<file path="config.mk">
export PLATFORM = sky130hd
export DESIGN_NAME = extended_gcd_bezout_flat
export DESIGN_NICKNAME = d
export VERILOG_FILES = /design/src/rtl/core/egb_pkg.sv /design/src/rtl/core/egb_if.sv /design/src/rtl/core/extended_gcd_bezout.sv /design/src/rtl/core/egb_datapath.sv /design/src/rtl/core/egb_ctrl.sv /design/src/flat_wrapper.sv
export SDC_FILE = /design/constraint.sdc
export NUM_CORES = 1
export LEC_CHECK = 0
export BUFFER_PORTS_ARGS = -buffer_cell sky130_fd_sc_hd__buf_2
export CAP_MARGIN = 25
export CORE_MARGIN = 1
export CORE_UTILIZATION = 65
export DETAILED_ROUTE_END_ITERATION = 10
export HOLD_SLACK_MARGIN = 0.03
export PLACE_DENSITY = 0.9
export SLEW_MARGIN = 20
export SYNTH_ARGS = -nofsm -noshare
export SYNTH_HDL_FRONTEND = slang
export SYNTH_SLANG_ARGS = --single-unit
</file>
<file path="constraint.sdc">
create_clock -name i_clk -period 27.3 [get_ports i_clk]
set_input_delay 0 -clock i_clk [delete_from_list [all_inputs] [get_ports i_clk]]
set_output_delay 0 -clock i_clk [all_outputs]
set_load 0.05 [all_outputs]
</file>
<file path="src/rtl/core/egb_pkg.sv">
// ----------------------------------------------------------------------------
// egb_pkg: shared types and constants
// Holds the operand widths and the command and status bundles that pass
// between the controller and the datapath.
// ----------------------------------------------------------------------------
package egb_pkg;

    localparam int OPERAND_BITS = 31;
    localparam int COEF_BITS    = 32;
    localparam int CNT_BITS     = 5;

    typedef logic [OPERAND_BITS-1:0] t_operand;
    typedef logic [COEF_BITS-1:0]    t_coef;
    typedef logic [CNT_BITS-1:0]     t_count;

    // Last divider iteration index (one quotient bit per operand bit).
    localparam t_count DIV_LAST = t_count'(OPERAND_BITS - 1);

    typedef struct packed {
        logic load;      // capture a new operand pair
        logic div_init;  // prepare a remainder step
        logic div_step;  // one restoring-division iteration
        logic update;    // rotate remainders and coefficients
        logic out_load;  // copy the result into the output register
    } t_egb_cmd;

    typedef struct packed {
        logic b_zero;    // current divisor is zero, the result is ready
        logic div_last;  // this is the final division iteration
    } t_egb_sts;

endpackage

</file>
<file path="src/rtl/core/egb_if.sv">
// ----------------------------------------------------------------------------
// egb_in_if / egb_out_if: valid-ready channels
// Operand channel and result channel of the extended gcd block.
// ----------------------------------------------------------------------------
interface egb_in_if;
    logic                  valid;
    logic                  ready;
    logic [30:0]           value_a;
    logic [30:0]           value_b;

    modport source (output valid, output value_a, output value_b, input ready);
    modport sink   (input valid, input value_a, input value_b, output ready);
endinterface

interface egb_out_if;
    logic                  valid;
    logic                  ready;
    logic [30:0]           gcd_value;
    logic signed [31:0]    coef_a;
    logic signed [31:0]    coef_b;

    modport source (output valid, output gcd_value, output coef_a, output coef_b,
                    input ready);
    modport sink   (input valid, input gcd_value, input coef_a, input coef_b,
                    output ready);
endinterface

</file>
<file path="src/rtl/core/extended_gcd_bezout.sv">
// ----------------------------------------------------------------------------
// extended_gcd_bezout: greatest common divisor with Bezout coefficients
// Computes d = gcd(a, b) and x, y with a*x + b*y = d by the iterative
// extended Euclidean algorithm.
// ----------------------------------------------------------------------------
//
//  Channel  Dir  Payload                         Notes
//  i_in     in   value_a[30:0], value_b[30:0]    operand pair
//  o_out    out  gcd_value[30:0], coef_a/b[31:0] result, held in a register
//
// Each remainder step runs a zero check, the bit-serial restoring divider
// (one iteration per operand bit) and an update. Reset is synchronous and
// active low and clears only the controller. A new transaction is accepted
// while the previous result still waits; a finished item waits in the
// controller until the output register frees.
// ----------------------------------------------------------------------------
module extended_gcd_bezout #(
    parameter int DATA_WIDTH = 32
) (
    input  logic      i_clk,
    input  logic      i_rst_n,
    egb_in_if.sink    i_in,
    egb_out_if.source o_out
);
    import egb_pkg::*;

    t_egb_cmd w_cmd;
    t_egb_sts w_sts;
    t_coef    w_coef_a, w_coef_b;

    // Controller: owns both handshakes and sequences the datapath.
    egb_ctrl u_ctrl (
        .i_clk       (i_clk),
        .i_rst_n     (i_rst_n),
        .i_in_valid  (i_in.valid),
        .o_in_ready  (i_in.ready),
        .o_out_valid (o_out.valid),
        .i_out_ready (o_out.ready),
        .o_cmd       (w_cmd),
        .i_sts       (w_sts)
    );

    // Datapath: coefficients are kept modulo 2^DATA_WIDTH.
    egb_datapath #(
        .DATA_WIDTH (DATA_WIDTH)
    ) u_dp (
        .i_clk       (i_clk),
        .i_cmd       (w_cmd),
        .o_sts       (w_sts),
        .i_value_a   (i_in.value_a),
        .i_value_b   (i_in.value_b),
        .o_gcd_value (o_out.gcd_value),
        .o_coef_a    (w_coef_a),
        .o_coef_b    (w_coef_b)
    );

    assign o_out.coef_a = $signed(w_coef_a);
    assign o_out.coef_b = $signed(w_coef_b);

endmodule

</file>
<file path="src/rtl/core/egb_datapath.sv">
// ----------------------------------------------------------------------------
// egb_datapath: remainder and coefficient registers
// Bit-serial restoring divider with the quotient-times-coefficient products
// built in the same loop, plus the result register.
// ----------------------------------------------------------------------------
module egb_datapath #(
    parameter int DATA_WIDTH = 32
) (
    input  logic              i_clk,
    input  egb_pkg::t_egb_cmd i_cmd,
    output egb_pkg::t_egb_sts o_sts,
    input  egb_pkg::t_operand i_value_a,
    input  egb_pkg::t_operand i_value_b,
    output egb_pkg::t_operand o_gcd_value,
    output egb_pkg::t_coef    o_coef_a,
    output egb_pkg::t_coef    o_coef_b
);
    import egb_pkg::*;

    typedef logic [DATA_WIDTH-1:0] t_wcoef;

    t_operand r_rem_a, r_rem_b, r_dvd;
    logic [OPERAND_BITS:0] r_part;
    t_count  r_cnt;
    t_wcoef  r_old_s, r_s, r_old_t, r_t, r_acc_s, r_acc_t;
    t_operand r_gcd;
    t_coef   r_cx, r_cy;

    logic [OPERAND_BITS:0] n_shift, n_diff;
    logic                  n_qbit;
    logic [DATA_WIDTH+COEF_BITS-1:0] n_ext_s, n_ext_t;

    always_comb begin
        n_shift = {r_part[OPERAND_BITS-1:0], r_dvd[OPERAND_BITS-1]};
        n_diff  = n_shift - {1'b0, r_rem_b};
        n_qbit  = (n_shift >= {1'b0, r_rem_b});
        n_ext_s = {{COEF_BITS{1'b0}}, r_old_s};
        n_ext_t = {{COEF_BITS{1'b0}}, r_old_t};
    end

    always_ff @(posedge i_clk) begin
        if (i_cmd.load) begin
            r_rem_a <= i_value_a;
            r_rem_b <= i_value_b;
            r_old_s <= t_wcoef'(1);
            r_s     <= '0;
            r_old_t <= '0;
            r_t     <= t_wcoef'(1);
        end
        if (i_cmd.div_init) begin
            r_part  <= '0;
            r_dvd   <= r_rem_a;
            r_cnt   <= '0;
            r_acc_s <= '0;
            r_acc_t <= '0;
        end
        if (i_cmd.div_step) begin
            r_part  <= n_qbit ? n_diff : n_shift;
            r_dvd   <= {r_dvd[OPERAND_BITS-2:0], 1'b0};
            r_cnt   <= r_cnt + t_count'(1);
            // Product q*s grows MSB first alongside the quotient bits.
            r_acc_s <= {r_acc_s[DATA_WIDTH-2:0], 1'b0} + (n_qbit ? r_s : '0);
            r_acc_t <= {r_acc_t[DATA_WIDTH-2:0], 1'b0} + (n_qbit ? r_t : '0);
        end
        if (i_cmd.update) begin
            r_rem_a <= r_rem_b;
            r_rem_b <= r_part[OPERAND_BITS-1:0];
            r_old_s <= r_s;
            r_s     <= r_old_s - r_acc_s;
            r_old_t <= r_t;
            r_t     <= r_old_t - r_acc_t;
        end
        if (i_cmd.out_load) begin
            r_gcd <= r_rem_a;
            r_cx  <= n_ext_s[COEF_BITS-1:0];
            r_cy  <= n_ext_t[COEF_BITS-1:0];
        end
    end

    assign o_sts.b_zero   = (r_rem_b == '0);
    assign o_sts.div_last = (r_cnt == DIV_LAST);
    assign o_gcd_value    = r_gcd;
    assign o_coef_a       = r_cx;
    assign o_coef_b       = r_cy;

endmodule

</file>
<file path="src/rtl/core/egb_ctrl.sv">
// ----------------------------------------------------------------------------
// egb_ctrl: sequencing state machine
// Steps the datapath through remainder steps and owns both handshakes.
// ----------------------------------------------------------------------------
module egb_ctrl (
    input  logic              i_clk,
    input  logic              i_rst_n,
    input  logic              i_in_valid,
    output logic              o_in_ready,
    output logic              o_out_valid,
    input  logic              i_out_ready,
    output egb_pkg::t_egb_cmd o_cmd,
    input  egb_pkg::t_egb_sts i_sts
);
    import egb_pkg::*;

    localparam logic [2:0] S_IDLE  = 3'd0;
    localparam logic [2:0] S_CHECK = 3'd1;
    localparam logic [2:0] S_DIV   = 3'd2;
    localparam logic [2:0] S_UPD   = 3'd3;
    localparam logic [2:0] S_DONE  = 3'd4;

    logic [2:0] r_state, n_state;
    logic       r_out_valid, n_out_valid;

    always_comb begin
        n_state     = r_state;
        n_out_valid = r_out_valid && !i_out_ready;
        o_cmd       = '0;
        o_in_ready  = 1'b0;
        case (r_state)
            S_IDLE: begin
                o_in_ready = 1'b1;
                if (i_in_valid) begin
                    o_cmd.load = 1'b1;
                    n_state    = S_CHECK;
                end
            end
            S_CHECK: begin
                if (i_sts.b_zero) begin
                    n_state = S_DONE;
                end else begin
                    o_cmd.div_init = 1'b1;
                    n_state        = S_DIV;
                end
            end
            S_DIV: begin
                o_cmd.div_step = 1'b1;
                if (i_sts.div_last) begin
                    n_state = S_UPD;
                end
            end
            S_UPD: begin
                o_cmd.update = 1'b1;
                n_state      = S_CHECK;
            end
            S_DONE: begin
                if (!r_out_valid || i_out_ready) begin
                    o_cmd.out_load = 1'b1;
                    n_out_valid    = 1'b1;
                    n_state        = S_IDLE;
                end
            end
            default: begin
                n_state = S_IDLE;
            end
        endcase
    end

    always_ff @(posedge i_clk) begin
        if (!i_rst_n) begin
            r_state     <= S_IDLE;
            r_out_valid <= 1'b0;
        end else begin
            r_state     <= n_state;
            r_out_valid <= n_out_valid;
        end
    end

    assign o_out_valid = r_out_valid;

endmodule
</file>
<file path="src/flat_wrapper.sv">
// flat-port wrapper written by rule: the top's interface ports become plain ports
module extended_gcd_bezout_flat import egb_pkg::*;
#(
    parameter int DATA_WIDTH = 32
)
  (i_clk, i_rst_n, i_in_valid, i_in_value_a, i_in_value_b, i_in_ready, o_out_valid, o_out_gcd_value, o_out_coef_a, o_out_coef_b, o_out_ready);
  egb_in_if i_in_i ();
  egb_out_if o_out_i ();
  input  logic i_clk;
  input  logic i_rst_n;
  input wire logic [$bits(i_in_i.valid)-1:0] i_in_valid;
  input wire logic [$bits(i_in_i.value_a)-1:0] i_in_value_a;
  input wire logic [$bits(i_in_i.value_b)-1:0] i_in_value_b;
  output wire logic [$bits(i_in_i.ready)-1:0] i_in_ready;
  output wire logic [$bits(o_out_i.valid)-1:0] o_out_valid;
  output wire logic [$bits(o_out_i.gcd_value)-1:0] o_out_gcd_value;
  output wire logic [$bits(o_out_i.coef_a)-1:0] o_out_coef_a;
  output wire logic [$bits(o_out_i.coef_b)-1:0] o_out_coef_b;
  input wire logic [$bits(o_out_i.ready)-1:0] o_out_ready;
  assign i_in_i.valid = i_in_valid;
  assign i_in_i.value_a = i_in_value_a;
  assign i_in_i.value_b = i_in_value_b;
  assign i_in_ready = i_in_i.ready;
  assign o_out_valid = o_out_i.valid;
  assign o_out_gcd_value = o_out_i.gcd_value;
  assign o_out_coef_a = o_out_i.coef_a;
  assign o_out_coef_b = o_out_i.coef_b;
  assign o_out_i.ready = o_out_ready;
  extended_gcd_bezout #(.DATA_WIDTH(DATA_WIDTH)) u_core (.i_clk(i_clk), .i_rst_n(i_rst_n), .i_in(i_in_i), .o_out(o_out_i));
endmodule
</file>
# Yosys cells after proc, flatten, opt, wreduce, memory -nomap -nowiden
# Index checks and enable logic that the tools add are counted.
# word_totals
in_bits	66
elab_cells	78
regBits	420
# classes
eq_ne	8
n_reduce_logical	9
n_lt_le_gt_ge	1
n_addsub	6
mux	37
# ops
cell	count
two-way mux 32 bit	11
two-way mux 31 bit	8
adder 32 bit	2
subtractor 32 bit	2
greater-or-equal comparator 32 x 31 -> 1 bit	1
logical NOT 31 bit	1
subtractor 31 bit	1
one-hot mux 3 bit (5 select lines)	1
two-way mux 3 bit	4
two-way mux 1 bit	11
two-way mux 5 bit	2
equality test 3 x 2 -> 1 bit (second input constant)	2
inequality test 2 bit (second input constant)	3
adder 5 x 1 -> 5 bit (second input constant)	1
equality test 5 bit (second input constant)	1
nonzero test 2 bit	2
equality test 3 x 1 -> 1 bit (second input constant)	1
equality test 3 bit (second input constant)	1
logical NOT 3 bit	1
AND reduction 3 bit	1
logical NOT 1 bit	2
logical AND 1 bit	1
logical OR 1 bit	1

# Longest topological paths before layout
# Gate-level depths: netlist of run 1.
# logic_depth
depth_word	5
depth_mapped	23

# Cells and area by module
# Synthesis of run 1 repeated with hierarchy kept, for this count alone.
# unflattened
cells_unflattened	2121
area_unflattened_um2	24120.6
# by_module_without_submodules
module	instances	cells_per_inst	area_per_inst_um2
egb_datapath	1	2096	23896.7
egb_ctrl	1	25	224.0

# Least setup slack after synthesis of run 1
# OpenSTA, ideal clock, no wires.
# synth_timing
kind	register to register
start	register u_core.u_ctrl.r_state[1]
end	register u_core.u_dp.r_old_s[0] (enable)
arrival_time_ns	9.852
stages_incl_launch_ff	5
path_slack_ns	16.645
required_ns	26.498
path_cell_list	dfxtp_1 > clkbuf_1 > nor2_1 > nand2_1 > a21oi_1
# synth_between
elab_chain_len	3
# synth_lines
element	line_no	text
start, declared	egb_ctrl.sv:23	logic [2:0] r_state, n_state;
start signal, assigned	egb_ctrl.sv:75	r_state <= n_state;
equality test 3 x 2 -> 1 bit or logical NOT 3 bit (tied branches)	egb_ctrl.sv:31	case (r_state)
two-way mux 1 bit	egb_ctrl.sv:31	
nonzero test 2 bit (no line) *	-	
end signal, assigned	egb_datapath.sv:45	r_old_s <= t_wcoef'(1);
end signal, assigned	egb_datapath.sv:68	r_old_s <= r_s;
end, declared	egb_datapath.sv:25	t_wcoef r_old_s, r_s, r_old_t, r_t, r_acc_s, r_acc_t;
# Mark *: on every way between the ends. The rest lies on a longest branch, timed or not.
# A chain may end at the register's enable or synchronous reset.

# Worst setup path after layout of run 1
# layout_timing
start	register u_core.u_dp.r_rem_b[0]
end	register u_core.u_dp.r_acc_s[22], data pin
# layout_between
elab_chain_len	4
# layout_lines
element	line_no	text
start, declared	egb_datapath.sv:22	t_operand r_rem_a, r_rem_b, r_dvd;
start signal, assigned	egb_datapath.sv:44	r_rem_b <= i_value_b;
start signal, assigned	egb_datapath.sv:67	r_rem_b <= r_part[OPERAND_BITS-1:0];
greater-or-equal comparator 32 x 31 -> 1 bit	egb_datapath.sv:36	n_qbit = (n_shift >= {1'b0, r_rem_b});
two-way mux 32 bit	egb_datapath.sv:62	r_acc_s <= {r_acc_s[DATA_WIDTH-2:0], 1'b0} + (n_qbit ? r_s : '0);
adder 32 bit	egb_datapath.sv:62	
two-way mux 32 bit	egb_datapath.sv:57	if (i_cmd.div_step) begin
end signal, assigned	egb_datapath.sv:62	
end, declared	egb_datapath.sv:25	
# Every way passes these cells.

==> flow_summary.yaml, run 1 <==
run_status:
  status: "completed"
clock_network:
  cts_tree: "yes"
  cts_hold_buf: 65
  clk_latency_ns: 0.57
  cts_resized: 0
  cts-root-buf: "clkbuf_16"
  cts_setup_buffers: 0
  h-tree-depth: 2
  clk_path_buf_depth: 3
  clk_pin_slew_worst_paths_ns: 0.06
  clock-sinks: 420
  cts-buffers-inserted: 45
sta:
  rsz0062_at_grt: "false"
  fin_skew_ns: 0.0213
  setup_tns_ns: 0
  fmax_ghz: 0.168
  fin_crit_sh_pct: 21.8
  layout_min_cycle_time_ns: 5.96
  hold_viol: 0
  setup_violations: 0
  fin_ws_ns: 21.34
  relSlewSlack_pct: 31.8
  worstMarginPinSlew_ns: 1.02
  drv_slew: 0
logic_synthesis:
  synth_nets: 2386
  synth_seq_cells: 420
  synth_seq_area_share_pct: 53.4
  syn_area_per_cell_sq_um: 10.9
  synth_edf_count: 415
  synth_top_area_share_pct: 52.9
  async_flop_share_pct: 0
  synthTopCellsByArea: "edfxtp_1 53%, ha_1 8.2%, nand2_1 3.6%"
  synth_top_area_cell: "edfxtp_1"
  synth_cell_types: 80
  yosysMostFrequentCell: "edfxtp_1"
  yosys_warnings: 0
  synthFlopType: "edfxtp_1"
  ys_top_cells_by_count: "415 x edfxtp_1, 226 x nand2_1, 184 x nor2_1, 155 x ha_1, 139 x a21oi_1"
  netlist_instances: 2160
  syn_area_sq_um: 23500
placed_design:
  pre_cts_ws_ns: 21.53
  hpwl_um: 38500
  portBuffers: 162
  gp_congestion: 0.967
  place_area_sq_um: 24800
worst_setup_path:
  slowest_stage: "o21a_2"
  worstPathRequired_ns: 27.59
  arrival_ns: 6.25
  crit_path_start_kind: "register"
  path_max_fanout: 49
  end_kind: "register"
  max_stage_delay_ns: 0.74
  crit_chain: "ha_1 -> fa_1 -> nand2b_1 -> a21oi_1 -> o22a_2 -> o211ai_2 -> a31oi_2 -> o21a_2 -> and2_1 -> ha_1 -> a21oi_1 -> o211ai_1 -> a22oi_1 -> o21ai_1 -> a2111oi_0 -> nand3b_1 -> o21ai_1 -> xnor2_1 -> nor2_1"
  path_class: "reg2reg"
global_route:
  grt_overflow: 0
  grt_pass1_wl_um: 96100
  grtUsageTotal_pct: 33.4
  grt_max_degree: 86
  grt_pass1_vias: 18100
  antenna_found_initial: 0
floorplan:
  dieHeight_um: 192
  die_area_sq_um: 37000
  rows: 69
  io_pins: 163
  start_util_pct: 66.2
  coreArea_sq_um: 35600
  fp.dieW_um: 192
drt:
  dr.pass1.iters: 6
  detail_route.vias_per_cell: 6.40
  drt_iter0_drc: 2090
  drcViolationCount: 0
  postRouteWirelength_um: 61000
  wl_per_cell_um: 21.2
  vias: 18400
  antenna_left: 0
layout:
  fin_nets: 2602
  fin_util_pct: 76.1
  antenna_cells: 0
  area_delta_synth_final_pct: 15.0
  fin_area_sq_um: 27100
  drive_gt1_share_pct: 11.7
  nFillCells: 2146
power:
  power_switching_share_pct: 30.1
  p_leak_nw: 11.3
  p_seq_share_pct: 41.7
  p_int_w: 0.00135
  pwr-share-comb_pct: 23.6
  switchingPower_w: 0.000579
  power_frac_clock_pct: 34.6
  peakVddDrop_uv: 73.9
  p_per_area_nw_per_um2: 71.1
flow_run:
  drv_cap: 0
hold_path:
  hold_class: "in2reg"
-- final cells by class --
type / instances / area [sq um] / area share, %
timing repair buffer: 241 / 1610 / 5.94
sequential: 420 / 12600 / 46.4
tap: 461 / 577 / 2.13
multi-input combinational: 1557 / 10300 / 38.1
clock buffer: 55 / 1230 / 4.53
clock inverter: 28 / 359 / 1.33
inverter: 111 / 417 / 1.54
-- cell families after synthesis --
logic type,after synthesis,synth area share [%]
simple gates,737,15.1
compound gates,525,14.9
flops,420,53.4
buf+inv,183,2.98
fa+ha+maj,160,8.66
xor+xnor,124,4.61
mux,11,0.473
-- path summary, 6_finish.rpt --
| check | startpoint | endpoint | slack (ns) | cells after the start |
|---|---|---|---|---|
| max | u_core.u_dp.r_rem_b[0]$_DFFE_PP_ | u_core.u_dp.r_acc_s[22]$_SDFFCE_PN0P_ | 21.34 | 19 |
| min | i_in_value_b[3] | u_core.u_dp.r_rem_b[3]$_DFFE_PP_ | 0.24 | 4 |
| max reg2reg | u_core.u_dp.r_rem_b[0]$_DFFE_PP_ | u_core.u_dp.r_acc_s[22]$_SDFFCE_PN0P_ | 21.34 | 19 |
| min reg2reg | u_core.u_dp.r_rem_a[4]$_DFFE_PP_ | u_core.u_dp.o_gcd_value[4]$_DFFE_PP_ | 0.46 | 0 |
-- layer usage --
| layer | vias up | track usage, % | routed length [um] |
|---|---|---|---|
| met5 | - | 0 | 0 |
| met4 | 0 | 15.6 | 2920 |
| met3 | 230 | 5.42 | 5360 |
| met2 | 1081 | 54.8 | 29100 |
| met1 | 8752 | 43.5 | 23700 |
| li1 | 8318 | - | - |
-- layout by cell type (no fill, tap or decap), types with 35 or more instances in the layout --
cell type	n
buf_2	162
ha_1	155
o21ai_0	83
nor2_1	183
nand2_1	225
xnor2_1	69
xor2_1	55
and2_1	131
clkbuf_16	47
dlygate4sd3_1	65
inv_1	111
a21o_1	90
edfxtp_1	415
nand3_1	35
a21oi_1	138
-- metrics by stage --
step | hold slack [ns] | instances | total power [W]
after detailed placement | 0.257 | 2723 | 0.00124
after CTS | 0.228 | 2871 | 0.00190
after floorplan | 0.122 | 2160 | 0.00114
final | 0.240 | 2873 | 0.00192
after global routing | 0.269 | 2873 | 0.00199
after global placement | 0.247 | 2723 | 0.00122
-- critical path, delay by kind of cell (launching register included) --
family,cells,cell delay [ns]
DFF,1,0.46
AOI/OAI and AO/OA,11,3.29
xor gates and xnor gates,1,0.15
and+or+nand+nor,4,0.77
adders and majority gates,3,0.99
-- state kept, by name, summed over array words and instances, names as in the netlist, 5 cells and up --
name                     flops
u_core.u_dp.r_s             32
u_core.u_dp.o_coef_b        32
u_core.u_dp.o_gcd_value     31
u_core.u_dp.r_rem_b         31
u_core.u_dp.r_cnt            5
u_core.u_dp.r_dvd           31
u_core.u_dp.r_acc_s         32
u_core.u_dp.r_old_t         32
u_core.u_dp.o_coef_a        32
u_core.u_dp.r_rem_a         31
u_core.u_dp.r_old_s         32
u_core.u_dp.r_part          31
u_core.u_dp.r_acc_t         32
u_core.u_dp.r_t             32
-- power groups by stage --
stage / clock network (W) / logic [W] / registers [W]
after global routing: 0.000689 / 0.000496 / 0.000806
after detailed placement: 0 / 0.000424 / 0.000813
final: 0.000666 / 0.000455 / 0.000803
after floorplan: 0 / 0.000334 / 0.000809
after global placement: 0 / 0.000407 / 0.000810
after CTS: 0.000660 / 0.000440 / 0.000800
Power figures use the tool's default switching activity.
==> inputs of run 2 (changes only) <==
--- a/config.mk
+++ b/config.mk
@@ -5,13 +5,14 @@
 export SDC_FILE = /design/constraint.sdc
 export NUM_CORES = 1
 export LEC_CHECK = 0
+export ABC_AREA = 1
 export BUFFER_PORTS_ARGS = -buffer_cell sky130_fd_sc_hd__buf_2
 export CAP_MARGIN = 25
 export CORE_MARGIN = 1
-export CORE_UTILIZATION = 65
+export CORE_UTILIZATION = 56
 export DETAILED_ROUTE_END_ITERATION = 10
 export HOLD_SLACK_MARGIN = 0.03
-export PLACE_DENSITY = 0.9
+export PLACE_DENSITY = 0.83
 export SLEW_MARGIN = 20
 export SYNTH_ARGS = -nofsm -noshare
 export SYNTH_HDL_FRONTEND = slang
==> constraint.sdc (replaced) <==
create_clock -name i_clk -period 5.2 [get_ports i_clk]
set_input_delay 0 -clock i_clk [delete_from_list [all_inputs] [get_ports i_clk]]
set_output_delay 0 -clock i_clk [all_outputs]
set_load 0.05 [all_outputs]
==> run 2 against run 1 <==
  * Die area up 21%
  * Final area grew 4.6%
  * Clock skew decreased by 0.0032 ns
  * Worst setup slack worse by 21 ns
  * Total power grew to 6.6 times the previous value
  * Register-to-register slack lost 21 ns
  * Global-route usage shrank 1.9 points
  * Synthesized cell count rose by 30%
  * Via count rose by 16%
  * Clock power rose to 4.9 times the previous value
  * Critical endpoint is now u_core.u_dp.r_acc_t[27]$_SDFFCE_PN0P_
==> flow_summary.yaml, run 2 <==
run_status:
  status: "completed"
layout:
  antenna_cells: 0
  drive_gt1_share_pct: 8.78
  area_delta_synth_final_pct: 14.7
  layout_common_cells: "533 x nand2_1, 415 x edfxtp_1, 389 x nor2_1, 346 x inv_1, 303 x a21oi_1"
  fin_nets: 3265
  final_common_cell: "nand2_1"
logic_synthesis:
  synthFlopType: "edfxtp_1"
  syn_area_per_cell_sq_um: 8.79
  yosys_warnings: 0
  synth_edf_count: 415
  async_flop_share_pct: 0
  synth_top_area_cell: "edfxtp_1"
  synth_nets: 3031
  synth_seq_cells: 420
  synth_seq_area_share_pct: 50.9
  synth_top_area_share_pct: 50.5
  ys_top_cells_by_count: "535 x nand2_1, 415 x edfxtp_1, 390 x nor2_1, 346 x inv_1, 304 x a21oi_1"
  synthTopCellsByArea: "edfxtp_1 51%, nand2_1 8.1%, ha_1 7.9%"
  yosysMostFrequentCell: "nand2_1"
  syn_area_sq_um: 24700
  synth_cell_types: 45
  netlist_instances: 2805
worst_setup_path:
  worstPathRequired_ns: 5.53
  max_stage_delay_ns: 0.49
  arrival_ns: 4.86
  path_max_fanout: 24
  path_class: "reg2reg"
  crit_path_start_kind: "register"
  end_kind: "register"
  crit_path_frequent_cell: "nand2_1"
  slowest_stage: "fa_1"
global_route:
  grt_overflow: 0
  grt_pass1_vias: 20500
  grt_pass1_wl_um: 109000
  grtUsageTotal_pct: 31.6
  antenna_found_initial: 0
  grt_max_degree: 98
sta:
  fin_crit_sh_pct: 87.1
  worstMarginPinSlew_ns: 1.10
  fmax_ghz: 0.221
  drv_slew: 0
  fin_skew_ns: 0.0181
  layout_min_cycle_time_ns: 4.53
  setup_tns_ns: 0
  hold_viol: 0
  rsz0062_at_grt: "false"
  relSlewSlack_pct: 26.9
  setup_violations: 0
drt:
  detail_route.vias_per_cell: 5.82
  postRouteWirelength_um: 70700
  dr.pass1.iters: 6
  vias: 21300
  drt_iter0_drc: 2175
  wl_per_cell_um: 19.3
  antenna_left: 0
  drcViolationCount: 0
floorplan:
  die_area_sq_um: 44900
  io_pins: 163
  rows: 76
  start_util_pct: 57.0
  dieHeight_um: 212
  coreArea_sq_um: 43300
  fp.dieW_um: 212
clock_network:
  cts_resized: 0
  cts_setup_buffers: 0
  h-tree-depth: 2
  cts-root-buf: "clkbuf_16"
  clock-sinks: 420
  clk_path_buf_depth: 3
  cts_tree: "yes"
  cts-buffers-inserted: 46
  cts_hold_buf: 66
  clk_pin_slew_worst_paths_ns: 0.06
  clk_latency_ns: 0.58
power:
  p_leak_nw: 12.1
  peakVddDrop_uv: 326
  p_per_area_nw_per_um2: 446
  total_power_w: 0.0126
placed_design:
  gp_congestion: 1.00
  hpwl_um: 49600
  portBuffers: 162
hold_path:
  hold_class: "in2reg"
flow_run:
  drv_cap: 0
[run 2: cell types whose count changed after synthesis, moves of 21 or more]
cell,previous run,this run
and2_1,132,1
xnor2_1,69,15
xor2_1,55,10
o21ai_0,83,215
a21o_1,90,19
nand2_1,226,535
nand2b_1,22,0
nand3_1,35,98
a21oi_1,139,304
inv_1,111,346
nor2b_1,26,0
and3_1,23,2
nor2_1,184,390
[run 2: area by class of cell]
type                            instances  area (sq um)
Inverter                              351          1320
Clock buffer                           60          1250
Fill cell                            3490         15000
Timing Repair Buffer                  243          1630
Sequential cell                       420         12600
Multi-Input combinational cell       1977         10600
Clock inverter                         24           230
Tap cell                              585           732
[run 2: cells by family (layout without fill, tap and decap cells)]
| group | Yosys count | after routing | share of synthesized area [%] |
|---|---|---|---|
| AND/OR/NAND/NOR | 1110 | 1110 | 18.2 |
| buffers and inverters | 408 | 678 | 6.40 |
| adder cells (fa/ha/maj) | 160 | 160 | 8.27 |
| flip-flops | 420 | 420 | 50.9 |
| AO/OA/AOI/OAI | 682 | 682 | 15.3 |
| XOR/XNOR | 25 | 25 | 0.888 |
[run 2: power by group]
part / total (W) / switching [W] / internal (W) / leakage [nW]
combinational: 0.00465 / 0.00325 / 0.00140 / 7.34
sequential: 0.00467 / 0.000281 / 0.00438 / 4.03
clock: 0.00329 / 0.00139 / 0.00190 / 0.719
total: 0.0126 / 0.00493 / 0.00769 / 12.1
[run 2: worst paths after layout]
kind	cells after the start	endpoint	slack, ns	from
min	4	u_core.u_dp.r_rem_b[11]$_DFFE_PP_	0.24	i_in_value_b[11]
min reg2reg	0	u_core.u_dp.o_gcd_value[25]$_DFFE_PP_	0.45	u_core.u_dp.r_rem_a[25]$_DFFE_PP_
max reg2reg	26	u_core.u_dp.r_acc_t[27]$_SDFFCE_PN0P_	0.67	u_core.u_dp.r_rem_b[0]$_DFFE_PP_
max	26	u_core.u_dp.r_acc_t[27]$_SDFFCE_PN0P_	0.67	u_core.u_dp.r_rem_b[0]$_DFFE_PP_
[run 2: worst max-delay path: cells and delay by family, from the launching register on]
| kind | cells | cell delay (ns) |
|---|---|---|
| flip-flops | 1 | 0.43 |
| adder cells (fa/ha/maj) | 4 | 1.26 |
| AND/OR/NAND/NOR | 16 | 1.37 |
| AO/OA/AOI/OAI | 3 | 0.86 |
| buffers and inverters | 3 | 0.37 |
[run 2: metrics by stage]
step | hold slack (ns) | util, % | area (sq um) | cells | worst slack (ns)
detailed placement | 0.265 | 60.4 | 26100 | 3509 | 0.721
global route | 0.232 | 65.4 | 28300 | 3660 | 0.243
floorplan | 0.171 | - | 24700 | 2805 | 0.725
CTS | 0.195 | 65.4 | 28300 | 3659 | 0.681
finish | 0.244 | 65.4 | 28300 | 3660 | 0.671
global placement | 0.264 | 60.4 | 26100 | 3509 | 0.822
[run 2: routing by layer]
layer / wire length [um] / global-route usage [%] / up-vias
li1: - / - / 10100
met1: 30400 / 43.3 / 10000
met2: 32700 / 51.4 / 985
met3: 5570 / 4.49 / 137
met4: 2080 / 10.7 / 0
met5: 0 / 0 / -
